**config.mk**
```make
export PLATFORM = sky130hd
export DESIGN_NAME = json_token_serializer_unit
export DESIGN_NICKNAME = d
export VERILOG_FILES = /design/src/rtl/jts_pkg.sv /design/src/rtl/jts_emitter.sv /design/src/rtl/jts_core.sv /design/src/rtl/json_token_serializer_unit.sv
export SDC_FILE = /design/constraint.sdc
export NUM_CORES = 1
export LEC_CHECK = 0
export ABC_CLOCK_PERIOD_IN_PS = 11300
export BUFFER_PORTS_ARGS = -buffer_cell sky130_fd_sc_hd__buf_2
export CAP_MARGIN = 0
export CELL_PAD_IN_SITES_DETAIL_PLACEMENT = 0
export CELL_PAD_IN_SITES_GLOBAL_PLACEMENT = 1
export CORE_MARGIN = 3
export CORE_UTILIZATION = 52
export CTS_BUF_LIST = sky130_fd_sc_hd__clkbuf_16
export CTS_CLUSTER_DIAMETER = 150
export DETAILED_ROUTE_END_ITERATION = 6
export GPL_TIMING_DRIVEN = 0
export PLACE_DENSITY = 0.95
export SETUP_SLACK_MARGIN = 0.1
export SLEW_MARGIN = 25
export SYNTH_ARGS = -nofsm -noshare
export SYNTH_HDL_FRONTEND = slang
export SYNTH_SLANG_ARGS = --single-unit
```
**constraint.sdc**
```tcl
create_clock -name clk -period 11.3 [get_ports clk]
set_clock_uncertainty 0.15 [all_clocks]
set_input_delay 0.565 -clock clk [delete_from_list [all_inputs] [get_ports clk]]
set_output_delay 0.565 -clock clk [all_outputs]
set_load 0.02 [all_outputs]
```
**src/rtl/jts_pkg.sv**
```systemverilog
package jts_pkg;

  localparam int MAX_NEST_DEF = 16;

  // token operation codes
  localparam logic [3:0] OP_OPEN_OBJ  = 4'd0;
  localparam logic [3:0] OP_OPEN_ARR  = 4'd1;
  localparam logic [3:0] OP_CLOSE_OBJ = 4'd2;
  localparam logic [3:0] OP_CLOSE_ARR = 4'd3;
  localparam logic [3:0] OP_KEY_OPEN  = 4'd4;
  localparam logic [3:0] OP_KEY_BYTE  = 4'd5;
  localparam logic [3:0] OP_KEY_CLOSE = 4'd6;
  localparam logic [3:0] OP_STR_OPEN  = 4'd7;
  localparam logic [3:0] OP_STR_BYTE  = 4'd8;
  localparam logic [3:0] OP_STR_CLOSE = 4'd9;
  localparam logic [3:0] OP_TRUE      = 4'd10;
  localparam logic [3:0] OP_FALSE     = 4'd11;
  localparam logic [3:0] OP_NULL      = 4'd12;
  localparam logic [3:0] OP_RAW       = 4'd13;
  localparam logic [3:0] OP_RAW_CLOSE = 4'd14;

  localparam logic [7:0] CH_QUOTE  = 8'h22;
  localparam logic [7:0] CH_BSLASH = 8'h5C;
  localparam logic [7:0] CH_COMMA  = 8'h2C;
  localparam logic [7:0] CH_COLON  = 8'h3A;
  localparam logic [7:0] CH_LBRACE = 8'h7B;
  localparam logic [7:0] CH_RBRACE = 8'h7D;
  localparam logic [7:0] CH_LBRACK = 8'h5B;
  localparam logic [7:0] CH_RBRACK = 8'h5D;
  localparam logic [7:0] CH_ZERO   = 8'h30;
  localparam logic [7:0] CH_LOW_A  = 8'h61;
  localparam logic [7:0] CH_CTRL_LIMIT = 8'h20;

  localparam int RUN_MAX = 6;

  typedef struct packed {
    logic exp;
    logic first;
    logic obj;
  } frame_t;

  typedef struct packed {
    logic [3:0] op;
    logic [7:0] chr;
    logic       raw_open;
  } tok_t;

  typedef struct packed {
    logic [RUN_MAX-1:0][7:0] bytes;
    logic [2:0]              len;
  } run_t;

  typedef struct packed {
    run_t        run;
    logic        err;
    logic        complete;
    logic [15:0] length;
  } res_t;

  function automatic logic [7:0] hex_digit(input logic [3:0] n);
    if (n < 4'd10) begin
      return CH_ZERO + {4'd0, n};
    end
    return CH_LOW_A + {4'd0, n} - 8'd10;
  endfunction

  // escaped form of one key or string byte
  function automatic run_t esc_run(input logic [7:0] c);
    run_t       r;
    logic [7:0] e;
    r = '0;
    case (c)
      8'h22:   e = CH_QUOTE;
      8'h5C:   e = CH_BSLASH;
      8'h08:   e = 8'h62;
      8'h0C:   e = 8'h66;
      8'h0A:   e = 8'h6E;
      8'h0D:   e = 8'h72;
      8'h09:   e = 8'h74;
      default: e = 8'h00;
    endcase
    if (e != 8'h00) begin
      r.bytes[0] = CH_BSLASH;
      r.bytes[1] = e;
      r.len      = 3'd2;
    end else if (c < CH_CTRL_LIMIT) begin
      r.bytes[0] = CH_BSLASH;
      r.bytes[1] = 8'h75;
      r.bytes[2] = CH_ZERO;
      r.bytes[3] = CH_ZERO;
      r.bytes[4] = hex_digit(c[7:4]);
      r.bytes[5] = hex_digit(c[3:0]);
      r.len      = 3'd6;
    end else begin
      r.bytes[0] = c;
      r.len      = 3'd1;
    end
    return r;
  endfunction

endpackage

```
**src/rtl/jts_emitter.sv**
```systemverilog
module jts_emitter (
  input  logic           clk,
  input  logic           rst_n,
  input  logic           load,
  input  jts_pkg::res_t  res,
  output logic           free,
  output logic           out_valid,
  input  logic           out_ready,
  output logic           out_byte_valid,
  output logic [7:0]     out_byte,
  output logic           out_last,
  output logic           out_error,
  output logic           out_complete,
  output logic [15:0]    out_length
);

  logic                                em_valid_r;
  logic [2:0]                          em_cnt_r;
  logic                                em_bv_r;
  logic [jts_pkg::RUN_MAX-1:0][7:0]    em_bytes_r;
  logic                                em_err_r;
  logic                                em_cmp_r;
  logic [15:0]                         em_len_r;
  logic                                beat;

  assign beat = em_valid_r && out_ready;
  assign free = !em_valid_r || (out_ready && em_cnt_r == 3'd1);

  always_ff @(posedge clk) begin
    if (!rst_n) begin
      em_valid_r <= 1'b0;
      em_cnt_r   <= 3'd1;
    end else if (load) begin
      em_valid_r <= 1'b1;
      em_cnt_r   <= (res.run.len == 3'd0) ? 3'd1 : res.run.len;
    end else if (beat) begin
      if (em_cnt_r == 3'd1) begin
        em_valid_r <= 1'b0;
      end else begin
        em_cnt_r <= em_cnt_r - 3'd1;
      end
    end
  end

  // payload, shifted down one byte per beat
  always_ff @(posedge clk) begin
    if (load) begin
      em_bytes_r <= res.run.bytes;
      em_bv_r    <= res.run.len != 3'd0;
      em_err_r   <= res.err;
      em_cmp_r   <= res.complete;
      em_len_r   <= res.length;
    end else if (beat) begin
      em_bytes_r <= {8'h00, em_bytes_r[jts_pkg::RUN_MAX-1:1]};
    end
  end

  assign out_valid      = em_valid_r;
  assign out_byte_valid = em_bv_r;
  assign out_byte       = em_bv_r ? em_bytes_r[0] : 8'h00;
  assign out_last       = em_cnt_r == 3'd1;
  assign out_error      = em_err_r;
  assign out_complete   = em_cmp_r;
  assign out_length     = em_len_r;

endmodule

```
**src/rtl/jts_core.sv**
```systemverilog
module jts_core #(
  parameter int MAX_NEST = jts_pkg::MAX_NEST_DEF
) (
  input  logic           clk,
  input  logic           rst_n,
  input  logic           cfg_wr_en,
  input  logic [15:0]    cfg_wr_data,
  input  logic           adv,
  input  jts_pkg::tok_t  tok,
  output jts_pkg::res_t  res
);

  localparam int DEPTH_W = $clog2(MAX_NEST + 1);
  localparam int IDX_W   = (MAX_NEST > 1) ? $clog2(MAX_NEST) : 1;

  logic [DEPTH_W-1:0]  depth_r, depth_upd, depth_after;
  logic                sticky_r, sticky_nxt;
  logic [15:0]         count_r, count_nxt;
  logic [15:0]         cap_r;
  jts_pkg::frame_t     top_r, top_upd, top_nxt, f_pref, below;
  jts_pkg::frame_t     stack_r [MAX_NEST];
  logic                push_upd, push_save;
  logic [IDX_W-1:0]    wr_idx, rd_idx;

  logic                depth_nz, at_max, in_obj, vp_err, vp_act, vp_comma;
  logic                pre_err, has_commit, comma, is_open;
  jts_pkg::run_t       body, run;
  logic [16:0]         total;
  logic                fits, fail, post_err, good;

  assign wr_idx   = IDX_W'(depth_r - DEPTH_W'(1));
  assign rd_idx   = IDX_W'(depth_r - DEPTH_W'(2));
  assign below    = stack_r[rd_idx];
  assign depth_nz = depth_r != '0;
  assign at_max   = depth_r == DEPTH_W'(MAX_NEST);
  assign in_obj   = depth_nz && top_r.obj;
  // value prefix: comma unless first element or value right after a key
  assign vp_err   = !depth_nz && (count_r != 16'd0);
  assign vp_act   = depth_nz && (!top_r.obj || !top_r.exp);
  assign vp_comma = vp_act && !top_r.first;

  always_comb begin
    f_pref = top_r;
    if (vp_act) begin
      f_pref.first = 1'b0;
    end
  end

  always_comb begin
    body       = '0;
    comma      = 1'b0;
    pre_err    = 1'b0;
    has_commit = 1'b1;
    is_open    = 1'b0;
    top_upd    = top_r;
    depth_upd  = depth_r;
    push_upd   = 1'b0;
    case (tok.op)
      jts_pkg::OP_OPEN_OBJ, jts_pkg::OP_OPEN_ARR: begin
        is_open        = 1'b1;
        pre_err        = vp_err;
        comma          = vp_comma;
        body.bytes[0]  = (tok.op == jts_pkg::OP_OPEN_OBJ) ? jts_pkg::CH_LBRACE
                                                          : jts_pkg::CH_LBRACK;
        body.len       = 3'd1;
        push_upd       = depth_nz;
        top_upd.obj    = tok.op == jts_pkg::OP_OPEN_OBJ;
        top_upd.first  = 1'b1;
        top_upd.exp    = 1'b0;
        depth_upd      = depth_r + DEPTH_W'(1);
      end
      jts_pkg::OP_CLOSE_OBJ, jts_pkg::OP_CLOSE_ARR: begin
        pre_err       = !depth_nz || (top_r.obj != (tok.op == jts_pkg::OP_CLOSE_OBJ));
        body.bytes[0] = (tok.op == jts_pkg::OP_CLOSE_OBJ) ? jts_pkg::CH_RBRACE
                                                          : jts_pkg::CH_RBRACK;
        body.len      = 3'd1;
        depth_upd     = depth_r - DEPTH_W'(1);
        top_upd       = below;
        top_upd.exp   = 1'b0;
      end
      jts_pkg::OP_KEY_OPEN: begin
        pre_err       = !in_obj;
        comma         = !top_r.first;
        body.bytes[0] = jts_pkg::CH_QUOTE;
        body.len      = 3'd1;
        top_upd.first = 1'b0;
        top_upd.exp   = 1'b0;
      end
      jts_pkg::OP_KEY_BYTE, jts_pkg::OP_STR_BYTE: begin
        body = jts_pkg::esc_run(tok.chr);
      end
      jts_pkg::OP_KEY_CLOSE: begin
        pre_err       = !in_obj;
        body.bytes[0] = jts_pkg::CH_QUOTE;
        body.bytes[1] = jts_pkg::CH_COLON;
        body.len      = 3'd2;
        top_upd.exp   = 1'b1;
      end
      jts_pkg::OP_STR_OPEN: begin
        pre_err       = vp_err;
        comma         = vp_comma;
        body.bytes[0] = jts_pkg::CH_QUOTE;
        body.len      = 3'd1;
        top_upd       = f_pref;
      end
      jts_pkg::OP_STR_CLOSE: begin
        body.bytes[0] = jts_pkg::CH_QUOTE;
        body.len      = 3'd1;
        if (top_r.obj) begin
          top_upd.exp = 1'b0;
        end
      end
      jts_pkg::OP_TRUE: begin
        pre_err    = vp_err;
        comma      = vp_comma;
        body.bytes = {8'h00, 8'h00, 8'h65, 8'h75, 8'h72, 8'h74};
        body.len   = 3'd4;
        top_upd    = f_pref;
        if (top_r.obj) begin
          top_upd.exp = 1'b0;
        end
      end
      jts_pkg::OP_FALSE: begin
        pre_err    = vp_err;
        comma      = vp_comma;
        body.bytes = {8'h00, 8'h65, 8'h73, 8'h6C, 8'h61, 8'h66};
        body.len   = 3'd5;
        top_upd    = f_pref;
        if (top_r.obj) begin
          top_upd.exp = 1'b0;
        end
      end
      jts_pkg::OP_NULL: begin
        pre_err    = vp_err;
        comma      = vp_comma;
        body.bytes = {8'h00, 8'h00, 8'h6C, 8'h6C, 8'h75, 8'h6E};
        body.len   = 3'd4;
        top_upd    = f_pref;
        if (top_r.obj) begin
          top_upd.exp = 1'b0;
        end
      end
      jts_pkg::OP_RAW: begin
        if (tok.raw_open) begin
          pre_err = vp_err;
          comma   = vp_comma;
          top_upd = f_pref;
        end else begin
          body.bytes[0] = tok.chr;
          body.len      = 3'd1;
        end
      end
      jts_pkg::OP_RAW_CLOSE: begin
        has_commit = 1'b0;
        if (top_r.obj) begin
          top_upd.exp = 1'b0;
        end
      end
      default: begin
        has_commit = 1'b0;
      end
    endcase
  end

  // comma goes in front of the body
  always_comb begin
    run = body;
    if (comma) begin
      run.bytes = {body.bytes[jts_pkg::RUN_MAX-2:0], jts_pkg::CH_COMMA};
      run.len   = body.len + 3'd1;
    end
  end

  assign total     = {1'b0, count_r} + {14'd0, run.len};
  assign fits      = total <= {1'b0, cap_r};
  assign fail      = sticky_r || pre_err || (has_commit && !fits);
  assign post_err  = !fail && is_open && at_max;
  assign good      = !fail && !post_err;
  assign sticky_nxt = fail || post_err;
  assign count_nxt  = (!fail && has_commit) ? total[15:0] : count_r;
  assign depth_after = good ? depth_upd : depth_r;
  assign push_save  = adv && good && push_upd;

  always_comb begin
    top_nxt = top_r;
    if (good) begin
      top_nxt = top_upd;
    end
  end

  // parent frame keeps its cleared first flag when pushed
  always_comb begin
    res.run      = fail ? '0 : run;
    res.err      = sticky_nxt;
    res.complete = !sticky_nxt && (depth_after == '0);
    res.length   = count_nxt;
  end

  always_ff @(posedge clk) begin
    if (!rst_n) begin
      depth_r  <= '0;
      sticky_r <= 1'b0;
      count_r  <= 16'd0;
      cap_r    <= 16'hFFFF;
    end else begin
      if (cfg_wr_en) begin
        cap_r <= cfg_wr_data;
      end
      if (adv) begin
        depth_r  <= depth_after;
        sticky_r <= sticky_nxt;
        count_r  <= count_nxt;
      end
    end
  end

  always_ff @(posedge clk) begin
    if (adv) begin
      top_r <= top_nxt;
    end
    if (push_save) begin
      stack_r[wr_idx] <= f_pref;
    end
  end

endmodule

```
**src/rtl/json_token_serializer_unit.sv**
```systemverilog
// a token passes through the input register and then the result register on its way to the output
// throughput: one token per cycle while each token yields at most one result beat and out_ready stays high
// a token that yields k bytes holds the output serializer for k beats (k up to 6, one byte per beat)
// reset (rst_n low at a clock edge): depth, sticky error and byte count clear, capacity goes to 65535,
// both pipeline registers empty; the frame stack is not cleared
module json_token_serializer_unit #(
  parameter int MAX_NEST = jts_pkg::MAX_NEST_DEF
) (
  input  logic        clk,
  input  logic        rst_n,
  // token channel
  input  logic        in_valid,
  output logic        in_ready,
  input  logic [3:0]  in_operation,
  input  logic [7:0]  in_char_byte,
  input  logic        in_raw_is_open,
  // document byte channel
  output logic        out_valid,
  input  logic        out_ready,
  output logic        out_byte_valid,
  output logic [7:0]  out_byte,
  output logic        out_last,
  output logic        out_error,
  output logic        out_complete,
  output logic [15:0] out_length,
  // capacity register write
  input  logic        cfg_wr_en,
  input  logic [15:0] cfg_wr_data
);

  // input register: holds one token beat until the serializer can take its run
  logic           inq_valid_r;
  jts_pkg::tok_t  inq_tok_r;
  logic           em_free;
  logic           adv;
  jts_pkg::res_t  res;

  // a token advances when the serializer is empty or sends its last beat now
  assign adv      = inq_valid_r && em_free;
  assign in_ready = !inq_valid_r || adv;

  always_ff @(posedge clk) begin
    if (!rst_n) begin
      inq_valid_r <= 1'b0;
    end else if (in_ready) begin
      inq_valid_r <= in_valid;
    end
  end

  always_ff @(posedge clk) begin
    if (in_valid && in_ready) begin
      inq_tok_r.op       <= in_operation;
      inq_tok_r.chr      <= in_char_byte;
      inq_tok_r.raw_open <= in_raw_is_open;
    end
  end

  // nesting state, escaping, comma and colon placement, capacity check
  jts_core #(
    .MAX_NEST (MAX_NEST)
  ) u_core (
    .clk         (clk),
    .rst_n       (rst_n),
    .cfg_wr_en   (cfg_wr_en),
    .cfg_wr_data (cfg_wr_data),
    .adv         (adv),
    .tok         (inq_tok_r),
    .res         (res)
  );

  // result register, sends the run one byte per beat
  jts_emitter u_emitter (
    .clk            (clk),
    .rst_n          (rst_n),
    .load           (adv),
    .res            (res),
    .free           (em_free),
    .out_valid      (out_valid),
    .out_ready      (out_ready),
    .out_byte_valid (out_byte_valid),
    .out_byte       (out_byte),
    .out_last       (out_last),
    .out_error      (out_error),
    .out_complete   (out_complete),
    .out_length     (out_length)
  );

endmodule

```
After elaboration in Yosys (flattened, before gate mapping)
Memories as Yosys holds them, arrays and structs flattened.
Index checks and enable logic that the tools add are counted.
{"block": "totals", "out_inout_bits": 30, "in_bits": 34, "wordCells": 183, "reg_bits": 126, "memories": 1, "ramBits": 48}
{"block": "classes", "n_mux": 54, "n_eq_ne": 27, "add_sub_neg": 12, "reduce_logical": 61, "bitwise": 1, "order_cmp": 4}
{"memory": "u_core.stack_r", "words": 16, "word_bits": 3, "rd": 1, "rd_ports_with_merged_regs": 0, "wr": 1, "line_no": "jts_core.sv:21", "source": "jts_pkg::frame_t stack_r [MAX_NEST];"}
{"operator": "32-bit case mux with 4 select lines", "n": 1}
{"operator": "51-bit two-way mux", "n": 2}
{"operator": "11-bit case mux with 9 select lines", "n": 1}
{"operator": "48-bit two-way mux", "n": 2}
{"operator": "7-bit case mux with 7 select lines", "n": 1}
{"operator": "8-bit two-way mux", "n": 6}
{"operator": "8-bit by 4-bit == test with 1-bit output (second input constant)", "n": 5}
{"operator": "40-bit two-way mux", "n": 1}
{"operator": "8-bit case mux with 5 select lines", "n": 1}
{"operator": "32-bit two-way mux", "n": 1}
{"operator": "4-bit == test (second input constant)", "n": 7}
{"operator": "11-bit two-way mux", "n": 2}
{"operator": "1-bit two-way mux", "n": 20}
{"operator": "19-bit two-way mux", "n": 1}
{"operator": "16-bit by 3-bit adder with 17-bit output", "n": 1}
{"operator": "17-bit by 16-bit less-or-equal comparator with 1-bit output", "n": 1}
{"operator": "7-bit by 4-bit adder with 8-bit output (first input constant)", "n": 2}
{"operator": "4-bit by 3-bit == test with 1-bit output (second input constant)", "n": 4}
{"operator": "1-bit logical AND", "n": 16}
{"operator": "16-bit two-way mux", "n": 1}
{"operator": "16-bit nonzero test", "n": 1}
{"operator": "8-bit by 4-bit subtractor with 8-bit output (second input constant)", "n": 2}
{"operator": "6-bit by 4-bit adder with 7-bit output (first input constant)", "n": 2}
{"operator": "14-bit OR reduction", "n": 1}
{"operator": "42 further kinds", "n": 77}

Logic depth before layout (Yosys ltp)
Gate-level depths: netlist of run 1.
{"block": "depth", "depth_word": 26, "depth_mapped": 29, "ltp_nobuf": 25}

By module
From an unflattened synthesis of run 1, not the netlist that was laid out.
{"block": "unflattened", "hier_cells": 894, "hier_area_um2": 9505.4}
{"mod": "jts_core", "area_each_um2": 6152.2, "cells_each": 713, "n_inst": 1, "seq_area_each_um2": 1811.7}
{"mod": "jts_emitter", "area_each_um2": 2897.8, "cells_each": 162, "n_inst": 1, "seq_area_each_um2": 2092.0}
{"mod": "json_token_serializer_unit", "area_each_um2": 455.4, "cells_each": 19, "n_inst": 1, "seq_area_each_um2": 410.4}

Worst setup path after synthesis of run 1
Ideal clock, no wire load.
{"block": "synth_path", "path_type": "register -> register", "startpoint": "reg u_core.depth_r[0]", "endpoint": "reg u_emitter.em_bytes_r[3] (netlist name) (data pin)", "setup_time_ns": 0.269, "stages_incl_launch_ff": 29, "path_slack_ns": 4.692, "synth_period_minus_slack_ns": 6.608, "t_arrival_ns": 6.190, "n_path_buf": 7, "t_required_ns": 10.881, "cell_sequence": "dfxtp_1 clkbuf_1 clkbuf_1 inv_1 ha_1 nor4b_1 or2_2 a221oi_1 and2_1 clkbuf_1 nand2_1 xor2_1 ha_1 nand3_1 a21oi_1 and4_1 and3_1 clkbuf_1 nand3_1 xnor2_1 ha_1 and3_1 a31o_2 o21ai_0 or2_1 buf_2 buf_2 buf_2 o31ai_1"}
{"block": "synth_via", "elab_chain_cells": 13, "elab_cells_between_ends": 21, "classes_between": "add/sub (1); order compare (1); mux (7); reduce/logical (12)"}
{"element": "start, declared", "line_no": "jts_core.sv:16", "source": "logic [DEPTH_W-1:0] depth_r, depth_upd, depth_after;"}
{"element": "start signal, assigned", "line_no": "jts_core.sv:210", "source": "depth_r <= depth_after;"}
{"element": "5-bit nonzero test *", "line_no": "jts_core.sv:34", "source": "assign depth_nz = depth_r != '0;"}
{"element": "1-bit logical AND", "line_no": "jts_core.sv:39", "source": "assign vp_act = depth_nz && (!top_r.obj || !top_r.exp);"}
{"element": "1-bit logical AND", "line_no": "jts_core.sv:40", "source": "assign vp_comma = vp_act && !top_r.first;"}
{"element": "1-bit two-way mux", "line_no": "jts_core.sv:144", "source": "if (tok.raw_open) begin"}
{"element": "1-bit case mux with 3 select lines", "line_no": "jts_core.sv:58", "source": "case (tok.op)"}
{"element": "51-bit two-way mux", "line_no": "jts_core.sv:168", "source": "if (comma) begin"}
{"element": "16-bit by 3-bit adder with 17-bit output", "line_no": "jts_core.sv:174", "source": "assign total = {1'b0, count_r} + {14'd0, run.len};"}
{"element": "17-bit by 16-bit less-or-equal comparator with 1-bit output", "line_no": "jts_core.sv:175", "source": "assign fits = total <= {1'b0, cap_r};"}
{"element": "1-bit zero test", "line_no": "jts_core.sv:176", "source": "assign fail = sticky_r || pre_err || (has_commit && !fits);"}
{"element": "1-bit logical AND", "line_no": "jts_core.sv:176"}
{"element": "1-bit logical OR", "line_no": "jts_core.sv:176"}
{"element": "51-bit two-way mux *", "line_no": "jts_core.sv:193", "source": "res.run = fail ? '0 : run;"}
{"element": "48-bit two-way mux *", "line_no": "jts_emitter.sv:47", "source": "if (load) begin"}
{"element": "end signal, assigned", "line_no": "jts_emitter.sv:48", "source": "em_bytes_r <= res.run.bytes;"}
{"element": "end signal, assigned", "line_no": "jts_emitter.sv:54", "source": "em_bytes_r <= {8'h00, em_bytes_r[jts_pkg::RUN_MAX-1:1]};"}
{"element": "end, declared", "line_no": "jts_emitter.sv:20", "source": "logic [jts_pkg::RUN_MAX-1:0][7:0] em_bytes_r;"}
Every way passes the cells marked *; elsewhere a longest branch is shown, timed or not.
A chain may end at the register's enable or synchronous reset.

Worst setup path after layout of run 1
{"block": "layout_path", "startpoint": "reg u_core.depth_r[0]", "endpoint": "mem u_core.stack_r[7][1] (netlist name), enable pin"}
{"block": "layout_via", "elab_chain_cells": 20, "elab_cells_between_ends": 31, "classes_between": "add/sub (2); order compare (1); eq/ne (1); mux (8); reduce/logical (19)"}
{"element": "5-bit nonzero test", "line_no": "jts_core.sv:34"}
{"element": "1-bit logical AND", "line_no": "jts_core.sv:39"}
{"element": "1-bit logical AND", "line_no": "jts_core.sv:40"}
{"element": "1-bit two-way mux", "line_no": "jts_core.sv:144"}
{"element": "1-bit case mux with 3 select lines", "line_no": "jts_core.sv:58"}
{"element": "51-bit two-way mux", "line_no": "jts_core.sv:168"}
{"element": "16-bit by 3-bit adder with 17-bit output", "line_no": "jts_core.sv:174"}
{"element": "17-bit by 16-bit less-or-equal comparator with 1-bit output", "line_no": "jts_core.sv:175"}
{"element": "[... 2 more ...]"}
{"element": "1-bit logical OR", "line_no": "jts_core.sv:176"}
{"element": "1-bit zero test", "line_no": "jts_core.sv:177, jts_core.sv:178"}
{"element": "1-bit logical AND (2 in series)", "line_no": "jts_core.sv:177", "source": "assign post_err = !fail && is_open && at_max;"}
{"element": "1-bit zero test", "line_no": "jts_core.sv:178", "source": "assign good = !fail && !post_err;"}
{"element": "1-bit logical AND", "line_no": "jts_core.sv:178"}
{"element": "1-bit logical AND (2 in series)", "line_no": "jts_core.sv:182", "source": "assign push_save = adv && good && push_upd;"}
{"element": "1-bit two-way mux", "line_no": "jts_core.sv:221", "source": "if (push_save) begin"}
{"element": "1-bit two-way mux (implied by the code)", "line_no": "jts_core.sv:222", "source": "stack_r[wr_idx] <= f_pref;"}
{"element": "end, declared", "line_no": "jts_core.sv:21"}
Several ways; a longest one is shown, not always the timed one.

==> impl_metrics.py, run 1 <==
metrics = {
    "run_status": {
        "status": "completed",
    },
    "synthesis": {
        "synthArstFlopShare_pct": 0,
        "ys.flop_type": "edfxtp_1",
        "synth_edf_count": 111,
        "ys_ff_latch": 154,
        "syn-num-nets": 935,
        "syn-instance-count": 861,
        "synth_top_area_share_pct": 38.1,
        "syn_area_um2": 8740,
        "avgSynthCellArea_um2": 10.2,
        "synth_top_cell_by_area": "edfxtp_1",
        "synth_warnings": 0,
        "synth.area.top_cells": "edfxtp_1 38%, dfxtp_1 9.8%, ha_1 5.6%",
        "synthTopCellsByCount": "124 x nand2_1, 111 x edfxtp_1, 43 x dfxtp_1",
        "yosysMostFrequentCell": "nand2_1",
        "synth_cell_type_count": 76,
        "synth_seq_area_share_pct": 48.0,
    },
    "drt": {
        "drtIter0Drc": 649,
        "drt_wl_total_mm": 22.4,
        "remaining_drc_errors": 0,
        "via_per_inst": 5.95,
        "first_pass_iters": 6,
        "route.vias.total": 6971,
        "wl_per_cell_um": 19.1,
        "antenna_left": 0,
    },
    "clocking": {
        "insertion_delay_ps": 440,
        "cts_setup_buffers": 0,
        "cts_buffers": 17,
        "clk_path_buf_depth": 2,
        "path_clk_slew_ps": 60,
        "hold_buffers": 0,
        "clock_sinks": 154,
        "cts-resized-gates": 0,
        "cts.root.buffer_cell": "clkbuf_16",
        "cts_htree_levels": 4,
        "cts_tree": "yes",
    },
    "die": {
        "die_y_um": 136,
        "die_area_um2": 18400,
        "rows": 46,
        "io_pins": 64,
        "core-area_um2": 16200,
        "start_util_pct": 54.1,
        "die_x_um": 136,
    },
    "worst_setup_path": {
        "cp.required_ps": 11240,
        "crit_start": "u_core.depth_r[0]",
        "cp_max_fo": 10,
        "end_kind": "flip-flop",
        "cp-start-kind": "flip-flop",
        "critPathKind": "reg -> reg",
        "rr_startpoint": "u_core.depth_r[0]",
        "worstPathArrival_ps": 8470,
        "rr_worst_depth": 24,
        "ff2ff_setup_slack_ps": 2770,
    },
    "layout": {
        "seqCellArea_um2": 4190,
        "areaGrowthSynthToFinish_pct": 14.5,
        "fin_nets": 1017,
        "multi_input_area_um2": 4160,
        "nFillCells": 1359,
        "drive_gt1_share_pct": 15.2,
        "n_antenna_cell": 0,
        "final_area_um2": 10000,
    },
    "global_route": {
        "grt_pass1_vias": 6605,
        "grt_busiest_layer": "met2",
        "antenna_found_initial": 0,
        "grt_util_met3_pct": 3.97,
        "grtUsageMet2_pct": 38.9,
        "use_met1_pct": 36.8,
        "grt_use_total_pct": 25.1,
        "grt_pass1_wl_mm": 35.8,
        "grt_overflow": 0,
        "grt_max_degree": 47,
    },
    "sta": {
        "finalCritPeriodShare_pct": 75.4,
        "worst_pin_slew_ps": 930,
        "slew_headroom_pct": 37.9,
        "setup-tns-final_ps": 0,
        "drv_slew": 0,
        "finalHoldViolations": 0,
        "setup_viol": 0,
        "final.min_clock_period_ps": 8530,
        "fin_ws_ps": 2770,
        "holdWs_ps": 153,
        "fmax_mhz": 117,
        "rsz0062_at_grt": "false",
    },
    "place": {
        "dp_hpwl_mm": 16.0,
        "io_buffers": 62,
        "dp_slack_ps": 2890,
        "gp_congestion": 0.968,
        "place_area_um2": 9360,
    },
    "hold_path": {
        "hp-start": "in_char_byte[4]",
        "hold_path.class": "in -> reg",
        "worstHoldPathCells": 1,
    },
    "power_and_ir_drop": {
        "p_per_area_nw_per_um2": 147,
        "finalPower_w": 0.00147,
        "ir_drop_v": 0.000103,
        "power_leakage_nw": 4.05,
    },
    "run": {
        "maxCapViolCount": 0,
    },
}
## placed cells by master (no fill, tap or decap), types with 4 or more instances in the layout
cell type,instances
nand2_1,124
nor2_1,35
dfxtp_1,43
mux4_2,10
a221oi_1,6
xor2_1,16
edfxtp_1,111
ha_1,39
buf_1,7
buf_2,75
o31ai_1,13
xnor2_1,20
a21oi_1,31
clkbuf_16,17
nor4_2,4
bufinv_16,5
o21ai_0,35
o211ai_1,20
nand2b_1,24
a211oi_1,11
and2_1,12
clkbuf_1,41
inv_1,32
a21o_1,10
and3_1,5
nand3_1,27
or2_2,8
a31oi_1,6
a22o_1,5
nor3_1,30
nor4_1,9
nor2b_1,10
a211o_1,5
mux2i_1,22
nand4_1,4
## final timing paths
path | end
worst max-delay path | u_core.stack_r[7][1]
worst min-delay path | inq_tok_r[5]
worst max register to register | u_core.stack_r[7][1]
worst min register to register | u_core.cap_r[2]
## cell families after synthesis
| logic type | share of synthesized area [%] |
|---|---|
| simple gates | 18.5 |
| compound gates | 14.0 |
| flops | 48.0 |
| buf+inv | 4.52 |
| fa+ha+maj | 5.81 |
| xor+xnor | 3.61 |
| mux | 5.61 |
| other cells | 0.0429 |
## state kept, by name, summed over array words and instances, names as in the netlist, 2 cells and up
signal,flops
inq_tok_r,13
u_core.cap_r,16
u_core.count_r,16
u_core.depth_r,5
u_core.f_pref,2
u_core.stack_r,32
u_emitter.em_bytes_r,44
u_emitter.em_cnt_r,3
u_emitter.out_length,16
## metrics by stage
stage | util (%) | cells
2_1_floorplan | - | 861
3_3_place_gp | 57.7 | 1139
3_5_place_dp | 57.9 | 1140
4_1_cts | 61.9 | 1172
5_1_grt | 61.9 | 1172
6_report | 61.9 | 1172
## per-layer routing
metal,vias up,routed length (um)
met1,3282,9950
met4,0,408
met2,329,10300
met5,-,0
met3,34,1730
li1,3326,-
## critical path, cell delays in order, from the launching register on
cell and delay, ps:
dfxtp_1 380, clkbuf_1 380, clkbuf_1 600, inv_1 230, ha_1 340, nor4b_1 220, or2_2 330, a221oi_1 490
and2_1 200, clkbuf_1 310, nand2_1 120, xor2_1 200, ha_1 360, nand3_1 100, a21oi_1 390, nand3_1 220
xnor2_1 230, ha_1 270, nand4_1 150, nor3_1 70, a2111oi_0 710, o211ai_1 320, nor2_1 610, nand2_1 370
nor3_1 420
## where the power goes
group	total (W)	internal (W)	switching [W]
sequential	0.000649	0.000636	0.0000127
clock	0.000630	0.000393	0.000237
combinational	0.000192	0.0000639	0.000128
total	0.00147	0.00109	0.000378
## final cells by class
cell class / count / share of cell area (%)
sequential: 154 / 41.9
multi-input combinational: 610 / 41.6
clock buffer: 17 / 4.25
timing repair buffer: 63 / 3.38
buffer: 64 / 2.73
tap: 216 / 2.70
clock inverter: 15 / 2.23
inverter: 33 / 1.24
Power figures use the tool's default switching activity.
==> run 2, diff against run 1 <==
--- a/config.mk
+++ b/config.mk
@@ -5,18 +5,19 @@
 export SDC_FILE = /design/constraint.sdc
 export NUM_CORES = 1
 export LEC_CHECK = 0
-export ABC_CLOCK_PERIOD_IN_PS = 11300
+export ABC_AREA = 1
+export ABC_CLOCK_PERIOD_IN_PS = 6800
 export BUFFER_PORTS_ARGS = -buffer_cell sky130_fd_sc_hd__buf_2
 export CAP_MARGIN = 0
 export CELL_PAD_IN_SITES_DETAIL_PLACEMENT = 0
 export CELL_PAD_IN_SITES_GLOBAL_PLACEMENT = 1
 export CORE_MARGIN = 3
-export CORE_UTILIZATION = 52
+export CORE_UTILIZATION = 42
 export CTS_BUF_LIST = sky130_fd_sc_hd__clkbuf_16
 export CTS_CLUSTER_DIAMETER = 150
 export DETAILED_ROUTE_END_ITERATION = 6
 export GPL_TIMING_DRIVEN = 0
-export PLACE_DENSITY = 0.95
+export PLACE_DENSITY = 0.88
 export SETUP_SLACK_MARGIN = 0.1
 export SLEW_MARGIN = 25
 export SYNTH_ARGS = -nofsm -noshare
==> constraint.sdc (replaced) <==
create_clock -name clk -period 6.8 [get_ports clk]
set_clock_uncertainty 0.15 [all_clocks]
set_input_delay 0.34 -clock clk [delete_from_list [all_inputs] [get_ports clk]]
set_output_delay 0.34 -clock clk [all_outputs]
set_load 0.02 [all_outputs]
==> impl_metrics.py, run 2 <==
metrics = {
    "sta": {
        "drv_slew": 0,
        "setup-tns-final_ps": 0,
        "worst_pin_slew_ps": 673,
        "final.min_clock_period_ps": 6200,
        "setup_viol": 0,
        "fmax_mhz": 161,
        "finalCritPeriodShare_pct": 91.2,
        "finalHoldViolations": 0,
        "slew_headroom_pct": 55.1,
        "rsz0062_at_grt": "false",
    },
    "worst_setup_path": {
        "crit_end": "u_core.stack_r[15][1]",
        "ff2ff_setup_slack_ps": 600,
        "worstPathArrival_ps": 6160,
        "end_kind": "flip-flop",
        "critPathKind": "reg -> reg",
        "rr_worst_depth": 34,
        "cpMostUsedCell": "nand2_1",
        "max_stage_delay_ps": 410,
        "crit_start": "u_core.depth_r[0]",
        "critPathSlowestCell": "dfxtp_2",
        "cp_max_fo": 12,
        "cp.required_ps": 6760,
        "rr_startpoint": "u_core.depth_r[0]",
        "cp-start-kind": "flip-flop",
        "rr_endpoint": "u_core.stack_r[15][1]",
    },
    "clocking": {
        "clk_path_buf_depth": 2,
        "path_clk_slew_ps": 60,
        "clock_sinks": 154,
        "cts_tree": "yes",
        "cts_buffers": 17,
        "cts.root.buffer_cell": "clkbuf_16",
        "insertion_delay_ps": 430,
        "cts_htree_levels": 4,
    },
    "layout": {
        "drive_gt1_share_pct": 14.9,
        "fin_nets": 1184,
        "reg_top3": "u_emitter.em_bytes_r x44, u_core.stack_r x32",
        "top_register": "u_emitter.em_bytes_r",
        "mostFrequentLayoutCell": "nand2_1",
        "layout_common_cells": "222 x nand2_1, 132 x inv_1, 111 x edfxtp_1",
        "n_antenna_cell": 0,
        "nFillCells": 1870,
        "largest_reg_flops": 44,
        "final_area_um2": 10100,
        "areaGrowthSynthToFinish_pct": 19.2,
    },
    "die": {
        "die_x_um": 148,
        "start_util_pct": 43.3,
        "die_y_um": 148,
        "rows": 51,
        "core-area_um2": 19700,
        "die_area_um2": 22000,
        "io_pins": 64,
    },
    "power_and_ir_drop": {
        "ir_drop_v": 0.000188,
        "power_switching_w": 0.000756,
        "switching_share_pct": 29.5,
        "pwr-share-comb_pct": 18.5,
        "p_seq_share_pct": 44.4,
        "pwr-share-clk_pct": 37.2,
        "p_per_area_nw_per_um2": 253,
        "internal_power_w": 0.00181,
        "power_leakage_nw": 4.57,
    },
    "global_route": {
        "grt_pass1_wl_mm": 34.0,
        "antenna_found_initial": 0,
        "grt_pass1_vias": 6882,
        "grt_use_total_pct": 19.5,
        "grt_max_degree": 29,
        "grt_overflow": 0,
    },
    "synthesis": {
        "ys_ff_latch": 154,
        "syn_area_um2": 8500,
        "ys.flop_type": "edfxtp_1",
        "synth.area.top_cells": "edfxtp_1 39%, dfxtp_1 10%, nand2_1 9.8%",
        "synthArstFlopShare_pct": 0,
        "synth_edf_count": 111,
        "synth_seq_area_share_pct": 49.3,
        "synth_top_area_share_pct": 39.2,
        "yosysMostFrequentCell": "nand2_1",
        "syn-num-nets": 1072,
        "synth_cell_type_count": 49,
        "avgSynthCellArea_um2": 8.52,
        "synth_top_cell_by_area": "edfxtp_1",
        "synthTopCellsByCount": "222 x nand2_1, 132 x inv_1, 111 x edfxtp_1",
        "syn-instance-count": 998,
        "synth_warnings": 0,
    },
    "drt": {
        "drtIter0Drc": 655,
        "antenna_left": 0,
        "via_per_inst": 5.10,
        "route.vias.total": 7081,
        "first_pass_iters": 6,
        "drt_wl_total_mm": 21.1,
        "wl_per_cell_um": 15.2,
        "remaining_drc_errors": 0,
    },
    "place": {
        "io_buffers": 62,
        "place_area_um2": 9200,
        "gp_congestion": 0.906,
        "dp_hpwl_mm": 15.4,
    },
    "run_status": {
        "status": "completed",
    },
    "run": {
        "maxCapViolCount": 0,
    },
    "hold_path": {
        "hold_path.class": "in -> reg",
    },
}
run 2: how the worst min path moves through the flow:
stage | from | endpoint | slack, ps | cells past startpoint
after floorplan | u_core.cap_r[0] | u_core.cap_r[0] | 280 | 2
after global placement | u_core.cap_r[0] | u_core.cap_r[0] | 300 | 2
after detailed placement | u_core.cap_r[0] | u_core.cap_r[0] | 300 | 2
after CTS | cfg_wr_data[1] | u_core.cap_r[1] | 0.6 | 3
after global routing | cfg_wr_data[14] | u_core.cap_r[14] | 20 | 3
final | cfg_wr_data[1] | u_core.cap_r[1] | 9 | 3
run 2: cell type report:
type	count	area (um^2)	share of cell area [%]
Inverter	149	569	5.62
Clock buffer	17	425	4.20
Buffer	31	159	1.57
Tap cell	265	332	3.27
Multi-Input combinational cell	664	3650	36.0
Clock inverter	15	164	1.62
Sequential cell	154	4200	41.4
Timing Repair Buffer	93	638	6.30
run 2: cells by family after synthesis:
logic type / after synthesis / share of synthesized area (%)
DFF: 154 / 49.3
other: 1 / 0.0441
buffers and inverters: 180 / 8.49
and+or+nand+nor: 449 / 23.6
AOI/OAI and AO/OA: 153 / 10.4
xor gates and xnor gates: 21 / 2.16
adders and majority gates: 40 / 5.98
run 2: repair_timing:
action	CTS	global route
gates cloned	0	0
hold buffers	27	0
gates resized for setup	1	16
endpoints found under the hold margin	27	0
setup buffers	0	2
setup endpoints to repair	20	93
run 2: through the flow:
stage	std cells	hold WS, ps	power (W)	util [%]	setup WS (ps)
floorplan	998	285	0.00147	-	1490
detailed placement	1327	303	0.00161	46.8	26.3
finish	1388	9.26	0.00257	51.6	601
CTS	1386	0.640	0.00257	51.2	208
global route	1388	15.9	0.00269	51.6	143
global placement	1325	302	0.00160	46.5	83.7
run 2: metal layers:
| metal | track usage, % | wire [um] | share of wire, % | up-vias |
|---|---|---|---|---|
| li1 | - | - | - | 3564 |
| met1 | 24.2 | 8990 | 43 | 3230 |
| met2 | 33.5 | 10400 | 49 | 243 |
| met3 | 4.84 | 1230 | 5.8 | 44 |
| met4 | 6.42 | 530 | 2.5 | 0 |
| met5 | 0 | 0 | 0 | - |
run 2: worst max-delay path, delay by kind of cell (launching register included):
family                     cells  cell delay (ps)
adders and majority gates      4             1220
AOI/OAI and AO/OA              2              310
DFF                            1              410
xor gates and xnor gates       2              500
buffers and inverters          8             1190
and+or+nand+nor               18             2080
run 2: power by group through the flow:
stage | Clock [W] | Combinational [W] | Sequential (W)
after floorplan | 0 | 0.000303 | 0.00117
after global placement | 0 | 0.000439 | 0.00116
after detailed placement | 0 | 0.000456 | 0.00116
after CTS | 0.000963 | 0.000470 | 0.00114
after global routing | 0.00101 | 0.000533 | 0.00115
final | 0.000953 | 0.000474 | 0.00114
==> run 3, diff against run 2 <==
--- a/config.mk
+++ b/config.mk
@@ -6,18 +6,18 @@
 export NUM_CORES = 1
 export LEC_CHECK = 0
 export ABC_AREA = 1
-export ABC_CLOCK_PERIOD_IN_PS = 6800
+export ABC_CLOCK_PERIOD_IN_PS = 7500
 export BUFFER_PORTS_ARGS = -buffer_cell sky130_fd_sc_hd__buf_2
 export CAP_MARGIN = 0
 export CELL_PAD_IN_SITES_DETAIL_PLACEMENT = 0
 export CELL_PAD_IN_SITES_GLOBAL_PLACEMENT = 1
 export CORE_MARGIN = 3
-export CORE_UTILIZATION = 42
+export CORE_UTILIZATION = 50
 export CTS_BUF_LIST = sky130_fd_sc_hd__clkbuf_16
 export CTS_CLUSTER_DIAMETER = 150
 export DETAILED_ROUTE_END_ITERATION = 6
 export GPL_TIMING_DRIVEN = 0
-export PLACE_DENSITY = 0.88
+export PLACE_DENSITY = 0.95
 export SETUP_SLACK_MARGIN = 0.1
 export SLEW_MARGIN = 25
 export SYNTH_ARGS = -nofsm -noshare
==> constraint.sdc (replaced) <==
create_clock -name clk -period 7.5 [get_ports clk]
set_clock_uncertainty 0.15 [all_clocks]
set_input_delay 0.375 -clock clk [delete_from_list [all_inputs] [get_ports clk]]
set_output_delay 0.375 -clock clk [all_outputs]
set_load 0.02 [all_outputs]
==> impl_metrics.py, run 3 (same netlist as run 2, synthesis figures left out) <==
metrics = {
    "run_status": {
        "status": "completed",
    },
    "drt": {
        "antenna_left": 0,
        "wl_per_cell_um": 15.2,
        "via_per_inst": 5.27,
        "route.vias.total": 6996,
        "drtIter0Drc": 704,
        "drt_wl_total_mm": 20.1,
        "first_pass_iters": 6,
        "remaining_drc_errors": 0,
    },
    "clocking": {
        "cts.root.buffer_cell": "clkbuf_16",
        "insertion_delay_ps": 440,
        "path_clk_slew_ps": 70,
        "cts_buffers": 17,
        "clk_path_buf_depth": 2,
        "cts_htree_levels": 4,
        "cts_setup_buffers": 0,
        "cts_tree": "yes",
        "clock_sinks": 154,
    },
    "place": {
        "place_area_um2": 9130,
        "dp_hpwl_mm": 14.8,
        "gp_congestion": 0.916,
        "io_buffers": 62,
    },
    "power_and_ir_drop": {
        "power_leakage_nw": 4.49,
        "p_per_area_nw_per_um2": 234,
        "ir_drop_v": 0.000183,
    },
    "layout": {
        "layout_common_cells": "222 x nand2_1, 132 x inv_1, 111 x edfxtp_1",
        "drive_gt1_share_pct": 13.8,
        "reg_top3": "u_emitter.em_bytes_r x44, u_core.stack_r x32",
        "areaGrowthSynthToFinish_pct": 16.1,
        "largest_reg_flops": 44,
        "top_register": "u_emitter.em_bytes_r",
        "nFillCells": 1475,
        "n_antenna_cell": 0,
        "final_area_um2": 9870,
        "fin_nets": 1169,
        "mostFrequentLayoutCell": "nand2_1",
    },
    "global_route": {
        "grt_max_degree": 29,
        "grt_pass1_vias": 6710,
        "grt_overflow": 0,
        "grt_pass1_wl_mm": 33.1,
        "antenna_found_initial": 0,
        "grt_use_total_pct": 22.9,
    },
    "die": {
        "core-area_um2": 16600,
        "die_x_um": 136,
        "die_area_um2": 18600,
        "start_util_pct": 51.1,
        "rows": 47,
        "io_pins": 64,
        "die_y_um": 136,
    },
    "worst_setup_path": {
        "cp-start-kind": "flip-flop",
        "max_stage_delay_ps": 490,
        "critPathKind": "reg -> reg",
        "cp.required_ps": 7450,
        "cp_max_fo": 12,
        "worstPathArrival_ps": 6430,
        "end_kind": "flip-flop",
        "cp_num_cells": 34,
        "critPathSlowestCell": "dfxtp_1",
        "rr_worst_depth": 34,
        "crit_buf_inv": 8,
        "critPathTopFamily": "simple AND/OR/NAND/NOR gates",
        "cpMostUsedCell": "nand2_1",
    },
    "sta": {
        "drv_slew": 0,
        "worst_pin_slew_ps": 938,
        "finalCritPeriodShare_pct": 86.4,
        "slew_headroom_pct": 37.2,
        "setup_viol": 0,
        "setup-tns-final_ps": 0,
        "final.min_clock_period_ps": 6480,
        "rsz0062_at_grt": "false",
        "holdWs_ps": 8.61,
        "fmax_mhz": 154,
        "finalHoldViolations": 0,
    },
    "hold_path": {
        "worstHoldPathCells": 3,
        "hold_path.class": "in -> reg",
    },
    "run": {
        "maxCapViolCount": 0,
    },
}
[run 3: tightest hold or removal path, delay by kind of cell]
family,cells,cell delay (ps)
compound gates,2,110
buf+inv,1,80
[run 3: through the flow]
stage	instances	util [%]	power [W]	setup slack [ps]
floorplan	998	-	0.00133	2190
global placement	1280	54.6	0.00144	816
detailed placement	1281	54.8	0.00146	801
CTS	1328	59.3	0.00232	762
global route	1328	59.3	0.00242	325
finish	1328	59.3	0.00231	1020
[run 3: final timing paths]
path                                        start                   end  slack [ps]
worst max-delay path            u_core.depth_r[0]  u_core.stack_r[9][0]        1020
worst min-delay path               cfg_wr_data[7]       u_core.cap_r[7]           9
worst max register to register  u_core.depth_r[0]  u_core.stack_r[9][0]        1020
worst min register to register    u_core.cap_r[0]       u_core.cap_r[0]         310
[run 3: per-layer routing]
layer | global-route usage (%) | part of all wire, %
met1 | 29.3 | 43
met2 | 39.0 | 49
met3 | 4.70 | 5.1
met4 | 7.56 | 2.7
met5 | 0 | 0
[run 3: area by class of cell]
cell class / count / area, um^2 / area share [%]
buffer: 31 / 158 / 1.60
clock buffer: 17 / 425 / 4.31
clock inverter: 15 / 163 / 1.65
inverter: 149 / 571 / 5.78
multi-input combinational: 664 / 3600 / 36.4
sequential: 154 / 4190 / 42.5
tap: 220 / 275 / 2.79
timing repair buffer: 78 / 488 / 4.94
[run 3: timing repair]
item,CTS,global route
hold buffers,15,0
gates resized for setup,0,3
endpoints found under the hold margin,15,0
endpoints found under the setup margin,0,20
[run 3: power breakdown]
| group | internal, W | switching [W] |
|---|---|---|
| clock network | 0.000496 | 0.000369 |
| logic | 0.000138 | 0.000278 |
| registers | 0.000999 | 0.0000327 |
